$ cat config.mk
export PLATFORM = sky130hd
export DESIGN_NAME = mac_address_text_parser
export DESIGN_NICKNAME = d
export VERILOG_FILES = /design/src/rtl/mtp_pkg.sv /design/src/rtl/mtp_char_decode.sv /design/src/rtl/mac_address_text_parser.sv
export SDC_FILE = /design/constraint.sdc
export NUM_CORES = 1
export LEC_CHECK = 0
export BUFFER_PORTS_ARGS = -buffer_cell sky130_fd_sc_hd__buf_2
export CAP_MARGIN = 10
export CORE_ASPECT_RATIO = 1.5
export CORE_MARGIN = 8
export CORE_UTILIZATION = 37
export CTS_CLUSTER_SIZE = 10
export DETAILED_ROUTE_END_ITERATION = 10
export PLACE_DENSITY = 0.65
export RECOVER_POWER = 25
export SYNTH_ARGS = -nofsm -noshare
export SYNTH_HDL_FRONTEND = slang
export SYNTH_SLANG_ARGS = --single-unit
$ cat constraint.sdc
create_clock -name i_clk -period 4.3 [get_ports i_clk]
set_clock_uncertainty 0.1 [all_clocks]
set_input_delay 0.645 -clock i_clk [delete_from_list [all_inputs] [get_ports i_clk]]
set_output_delay 0.645 -clock i_clk [all_outputs]
set_load 0.03 [all_outputs]
$ cat src/rtl/mtp_pkg.sv
package mtp_pkg;

    // Character codes recognized by the parser
    localparam logic [7:0] CHAR_TERM   = 8'h00;
    localparam logic [7:0] CHAR_COLON  = 8'h3A;
    localparam logic [7:0] CHAR_ZERO   = 8'h30;
    localparam logic [7:0] CHAR_NINE   = 8'h39;
    localparam logic [7:0] CHAR_UPPER_A = 8'h41;
    localparam logic [7:0] CHAR_UPPER_F = 8'h46;
    localparam logic [7:0] CHAR_LOWER_A = 8'h61;
    localparam logic [7:0] CHAR_LOWER_F = 8'h66;

    // Hex digit value offset for letters
    localparam logic [7:0] HEX_LETTER_BASE = 8'd10;

    // Output address width
    localparam int MAC_W = 48;

    // Classification of one character
    typedef struct packed {
        logic       is_term;
        logic       is_colon;
        logic       is_digit;
        logic [3:0] digit;
    } t_char_class;

endpackage

$ cat src/rtl/mtp_char_decode.sv
module mtp_char_decode (
    input  logic [7:0]          i_character,
    output mtp_pkg::t_char_class o_class
);

    logic [7:0] w_num;
    logic [7:0] w_upper;
    logic [7:0] w_lower;

    assign w_num   = i_character - mtp_pkg::CHAR_ZERO;
    assign w_upper = i_character - mtp_pkg::CHAR_UPPER_A + mtp_pkg::HEX_LETTER_BASE;
    assign w_lower = i_character - mtp_pkg::CHAR_LOWER_A + mtp_pkg::HEX_LETTER_BASE;

    // Classify the character and decode its hex value, case-insensitive
    always_comb begin
        o_class          = '0;
        o_class.is_term  = (i_character == mtp_pkg::CHAR_TERM);
        o_class.is_colon = (i_character == mtp_pkg::CHAR_COLON);
        if (i_character >= mtp_pkg::CHAR_ZERO && i_character <= mtp_pkg::CHAR_NINE) begin
            o_class.is_digit = 1'b1;
            o_class.digit    = w_num[3:0];
        end else if (i_character >= mtp_pkg::CHAR_UPPER_A &&
                     i_character <= mtp_pkg::CHAR_UPPER_F) begin
            o_class.is_digit = 1'b1;
            o_class.digit    = w_upper[3:0];
        end else if (i_character >= mtp_pkg::CHAR_LOWER_A &&
                     i_character <= mtp_pkg::CHAR_LOWER_F) begin
            o_class.is_digit = 1'b1;
            o_class.digit    = w_lower[3:0];
        end
    end

endmodule

$ cat src/rtl/mac_address_text_parser.sv
// Channel  | Direction | Handshake          | Payload
// ---------+-----------+--------------------+------------------------------
// input    | in        | i_valid / o_stall  | i_character[7:0]
// result   | out       | o_valid / i_stall  | o_mac_address[47:0], o_status
//
// One character is taken per cycle while o_stall is low; the parse state updates at acceptance.
// An accepted terminator loads the result register and clears the parse state.
// Input stalls only while a result is held and the result side stalls.
// Synchronous active-low reset clears the parse state and the result valid.
module mac_address_text_parser #(
    parameter int NUM_BYTES = 6
) (
    input  logic        i_clk,
    input  logic        i_rst_n,
    input  logic        i_valid,
    output logic        o_stall,
    input  logic [7:0]  i_character,
    output logic        o_valid,
    input  logic        i_stall,
    output logic [47:0] o_mac_address,
    output logic        o_status
);

    localparam int IDX_W = $clog2(NUM_BYTES + 1);
    localparam int ACC_W = 8 * NUM_BYTES;
    localparam logic [IDX_W-1:0] IDX_FULL = IDX_W'(NUM_BYTES);

    mtp_pkg::t_char_class w_class;

    logic [IDX_W-1:0] r_byte_index, n_byte_index;
    logic [1:0]       r_digit_count, n_digit_count;
    logic             r_sep_allowed, n_sep_allowed;
    logic [7:0]       r_partial, n_partial;
    logic [ACC_W-1:0] r_acc, n_acc;
    logic             r_error, n_error;

    logic             r_out_valid;
    logic [47:0]      r_out_mac;
    logic             r_out_status;

    logic             w_accept;
    logic             w_store;
    logic [7:0]       w_store_byte;
    logic [7:0]       w_shifted;
    logic [ACC_W-1:0] w_acc_stored;
    logic [47:0]      w_acc_mac;

    mtp_char_decode u_decode (
        .i_character (i_character),
        .o_class     (w_class)
    );

    assign o_stall  = r_out_valid && i_stall;
    assign w_accept = i_valid && !o_stall;
    assign w_shifted = {r_partial[3:0], w_class.digit};

    // Decide whether this request completes a byte, and which value it stores
    always_comb begin
        w_store      = 1'b0;
        w_store_byte = r_partial;
        if (w_class.is_term) begin
            w_store = !r_error && (r_byte_index < IDX_FULL);
        end else if (!r_error && (r_byte_index < IDX_FULL)) begin
            if (w_class.is_digit) begin
                w_store      = (r_digit_count != 2'd0);
                w_store_byte = w_shifted;
            end else if (w_class.is_colon) begin
                w_store = r_sep_allowed || (r_digit_count != 2'd0);
            end
        end
    end

    // Place the finished byte into its lane of the accumulator
    always_comb begin
        w_acc_stored = r_acc;
        for (int i = 0; i < NUM_BYTES; i++) begin
            if (r_byte_index == IDX_W'(i)) begin
                w_acc_stored[8*(NUM_BYTES-1-i) +: 8] = r_acc[8*(NUM_BYTES-1-i) +: 8] |
                                                       w_store_byte;
            end
        end
    end

    // Fit the accumulator to the address width
    generate
        if (ACC_W >= mtp_pkg::MAC_W) begin : g_trim
            assign w_acc_mac = w_acc_stored[mtp_pkg::MAC_W-1:0];
        end else begin : g_pad
            assign w_acc_mac = {{(mtp_pkg::MAC_W-ACC_W){1'b0}}, w_acc_stored};
        end
    endgenerate

    // Next parse state
    always_comb begin
        n_byte_index  = r_byte_index;
        n_digit_count = r_digit_count;
        n_sep_allowed = r_sep_allowed;
        n_partial     = r_partial;
        n_acc         = r_acc;
        n_error       = r_error;
        if (w_class.is_term) begin
            n_byte_index  = '0;
            n_digit_count = '0;
            n_sep_allowed = 1'b1;
            n_partial     = '0;
            n_acc         = '0;
            n_error       = 1'b0;
        end else if (!r_error) begin
            if (r_byte_index >= IDX_FULL) begin
                n_error = 1'b1;
            end else if (w_class.is_digit) begin
                n_partial     = w_shifted;
                n_digit_count = r_digit_count + 2'd1;
                n_sep_allowed = 1'b1;
                if (w_store) begin
                    n_sep_allowed = 1'b0;
                end
            end else if (w_class.is_colon) begin
                n_sep_allowed = 1'b1;
            end else begin
                n_error = 1'b1;
            end
            if (w_store) begin
                n_acc         = w_acc_stored;
                n_byte_index  = r_byte_index + IDX_W'(1);
                n_digit_count = '0;
                n_partial     = '0;
            end
        end
    end

    // Hold the parse state, advance on each accepted request
    always_ff @(posedge i_clk) begin
        if (!i_rst_n) begin
            r_byte_index  <= '0;
            r_digit_count <= '0;
            r_sep_allowed <= 1'b1;
            r_partial     <= '0;
            r_acc         <= '0;
            r_error       <= 1'b0;
        end else if (w_accept) begin
            r_byte_index  <= n_byte_index;
            r_digit_count <= n_digit_count;
            r_sep_allowed <= n_sep_allowed;
            r_partial     <= n_partial;
            r_acc         <= n_acc;
            r_error       <= n_error;
        end
    end

    // Load the result on a terminator, drop it once taken
    always_ff @(posedge i_clk) begin
        if (!i_rst_n) begin
            r_out_valid <= 1'b0;
        end else if (w_accept && w_class.is_term) begin
            r_out_valid <= 1'b1;
        end else if (!i_stall) begin
            r_out_valid <= 1'b0;
        end
    end

    always_ff @(posedge i_clk) begin
        if (w_accept && w_class.is_term) begin
            r_out_mac    <= r_error ? '0 : w_acc_mac;
            r_out_status <= r_error;
        end
    end

    assign o_valid       = r_out_valid;
    assign o_mac_address = r_out_mac;
    assign o_status      = r_out_status;

endmodule
==> metrics <==
result of the run complete, no violations; setup repair bufs after CTS 0; total buffers and inverters traversed by the critical path 2; worst voltage drop across the vdd grid 325 uV; Max-cap violations 0; register area share after synthesis 0.571; total standard cell area after synthesis 4820 sq um; Routability Congestion 0.809; capturing element type of the critical path flip-flop; number of unique standard cell types used by synthesis 46; actual slew at the worst max-slew pin 1.02 ns; list of cells traversed by the critical path clkbuf_1 > inv_1 > ha_1 > o21bai_1 > a21o_2 > a21bo_4 > nand3_4 > mux2i_2 > o22ai_1; synthesized instance count 399; total core area 12,800 sq um; number of nets with antenna violations after routing 0; count of hold buffers inserted by post-cts repair 0; cell with the largest stage delay on the worst path sky130_fd_sc_hd__mux2i_2; starting density of the core 0.376; syn nets 422; cell family with most CP delay compound AO/OA/AOI/OAI gates; number of gates resized after CTS 0; slew margin rel. 0.308; die outline height 156 um; internal power of the cells 2.11 mW; antenna violations before repair 0; maximum number of pins on one net before global-route repair 56; fin. max-slew vios 0; timing-limited maximum frequency 312 MHz; net switching fraction of the power 0.205; layout net count 484; part of the power in the clock network 0.544; leakage power summed over all cells 1.93 nW; crit share post-route 0.745; post-synthesis average cell area 12.1 sq um; Power Total 2.65 mW; flops & latches, synth 113; clock sink count 113; number of buffer cells added on primary ports 62; largest fanout on the critical path 12; time the worst path needs with I/O delays and setup 3.20 ns; detailed-route wire length per cell 17.5 um; number of endpoints failing setup at the final stage 0; cell area power density 459 nW/um^2; number of buffers added by the clock tree synthesis step 17; row cnt 51; fraction of layout instances using a drive strength above 1 0.209; most common library cell in the layout ignoring fill and taps sky130_fd_sc_hd__o22ai_1; via density per instance 5.22; buffer type at the clock tree root sky130_fd_sc_hd__clkbuf_16; Residual DRC 0; WS Path Type input port to flip-flop; final cell area excluding filler cells 5770 sq um; deepest clock path buffer count 2; sequential share of power 0.421; sum of net half-perimeters after detailed placement 7230 um; Placement Cell Area 5220 sq um; wire length of the first global-routing pass 17,900 um; share of total power in combinational logic 0.035; unrepaired setup endpoints after global routing false; Die Wd 109 um; GRT Resource Usage Total 0.138; number of filler cells placed in the layout 1,220; clock tree from TritonCTS done; count of antenna diodes in the layout 0; number of endpoints with negative hold slack in the final report 0; startpoint type of the worst setup path input port; die area 17,000 sq um; worst min-delay path category flip-flop to flip-flop; total vias in the final route 3,307; Data arrival, critical path 3.20 ns; highest cell delay on the worst timing path 0.88 ns; Top-Level Pins 63; layout-stage area growth over the synthesis result 19.7%; via count of the first global-routing pass 3,442; top library cells by usage in the layout, fill and taps aside 70 x sky130_fd_sc_hd__o22ai_1, 63 x sky130_fd_sc_hd__dfxtp_1, 59 x sky130_fd_sc_hd__inv_1; Synth Warn # 0; total congestion overflow after global routing 0; number of DRC markers after the initial detailed-route iteration 151; Net Switching 0.544 mW; summed negative setup slack over all endpoints 0 ns; clock-pin transition on the worst setup and hold timing paths 0.05 ns; Data required, critical path 4.30 ns; number of H-tree levels 4; clock network latency to the later pin of the worst-skew pair 0.41 ns; Detailed Route WL 11,100 um; First-pass DRT Iterations 4
[state kept, by name (all words and copies together), names as in the netlist]
| signal | flops |
|---|---|
| o_mac_address | 48 |
| o_status | 1 |
| o_valid | 1 |
| r_acc | 48 |
| r_byte_index | 3 |
| r_digit_count | 2 |
| r_error | 1 |
| r_partial | 8 |
| r_sep_allowed | 1 |
[Yosys cell counts, drive strengths merged]
cell type	n	area, sq um
o311a	1	21.3
nand2b	2	12.5
a211o	1	8.76
nand3	13	140
edfxtp	49	1470
o211a	2	20.0
clkbuf	11	41.3
and2	1	6.26
a21oi	7	42.5
o21bai	1	7.51
nand2	13	56.3
dfxtp	64	1280
inv	59	221
ha	11	138
o22ai	96	763
and4bb	1	16.3
mux2	1	11.3
o21ai	5	25.0
nor3	2	15.0
and3	3	18.8
a31oi	1	6.26
nor2b	1	6.26
mux2i	10	126
o2111ai	1	8.76
a21boi	2	26.3
nand3b	2	15.0
nor4b	2	17.5
nand4bb	1	11.3
xnor2	1	8.76
a22o	9	78.8
a21o	2	16.3
nor2	7	26.3
nand4b	1	8.76
a21bo	1	16.3
buf	15	126
[worst paths after layout]
kind | startpoint | endpoint | slack [ns] | depth (start not counted)
setup / recovery | i_character[0] | o_mac_address[8]$_SDFFCE_PP0P_ | 1.10 | 9
hold / removal | r_digit_count[1]$_SDFFE_PN0P_ | r_digit_count[1]$_SDFFE_PN0P_ | 0.38 | 1
setup reg to reg | r_error$_SDFFE_PN0P_ | o_mac_address[8]$_SDFFCE_PP0P_ | 1.60 | 5
hold reg to reg | r_digit_count[1]$_SDFFE_PN0P_ | r_digit_count[1]$_SDFFE_PN0P_ | 0.38 | 1
[routing by layer]
layer  vias to the layer above  track usage  wire (um)
met5                         -            0          0
li1                       1597            -          -
met2                        95        0.233       5730
met3                        14       0.0405        640
met1                      1601        0.152       4490
met4                         0       0.0733        239
[cell families (layout without fill, tap and decap cells)]
| logic type | count (synthesis) | after routing | synth area share |
|---|---|---|---|
| adder cells (fa/ha/maj) | 11 | 11 | 0.0286 |
| flip-flops | 113 | 113 | 0.571 |
| XOR/XNOR | 1 | 1 | 0.00182 |
| AND/OR/NAND/NOR | 49 | 49 | 0.0727 |
| buffers and inverters | 85 | 160 | 0.0808 |
| multiplexers | 11 | 11 | 0.0286 |
| AO/OA/AOI/OAI | 129 | 129 | 0.216 |
[power groups by stage]
stage,registers [mW],logic [mW],clock network (mW)
detailed placement,1.14,0.0923,0
global route,1.12,0.0992,1.51
CTS,1.12,0.0929,1.46
finish,1.12,0.0914,1.44
global placement,1.14,0.0899,0
floorplan,1.14,0.0668,0
[area by class of cell]
cell class,instances,area (sq um),area share
tap,159,199,0.0345
inverter,59,221,0.0384
multi-input combinational,201,1670,0.290
timing repair buffer,69,299,0.0518
clock buffer,24,524,0.0909
clock inverter,8,96.3,0.0167
sequential,113,2750,0.477
[stage by stage]
step                      std cells  hold WS (ns)  worst slack [ns]  utilization
final                           633         0.381              1.10        0.450
after global routing            633         0.401             0.923        0.450
after CTS                       633         0.379              1.19        0.456
after detailed placement        601         0.369             0.759        0.407
after global placement          601         0.364             0.883        0.407
after floorplan                 399         0.306             0.501            -
Note: power is estimated with default switching activity, not from simulation.
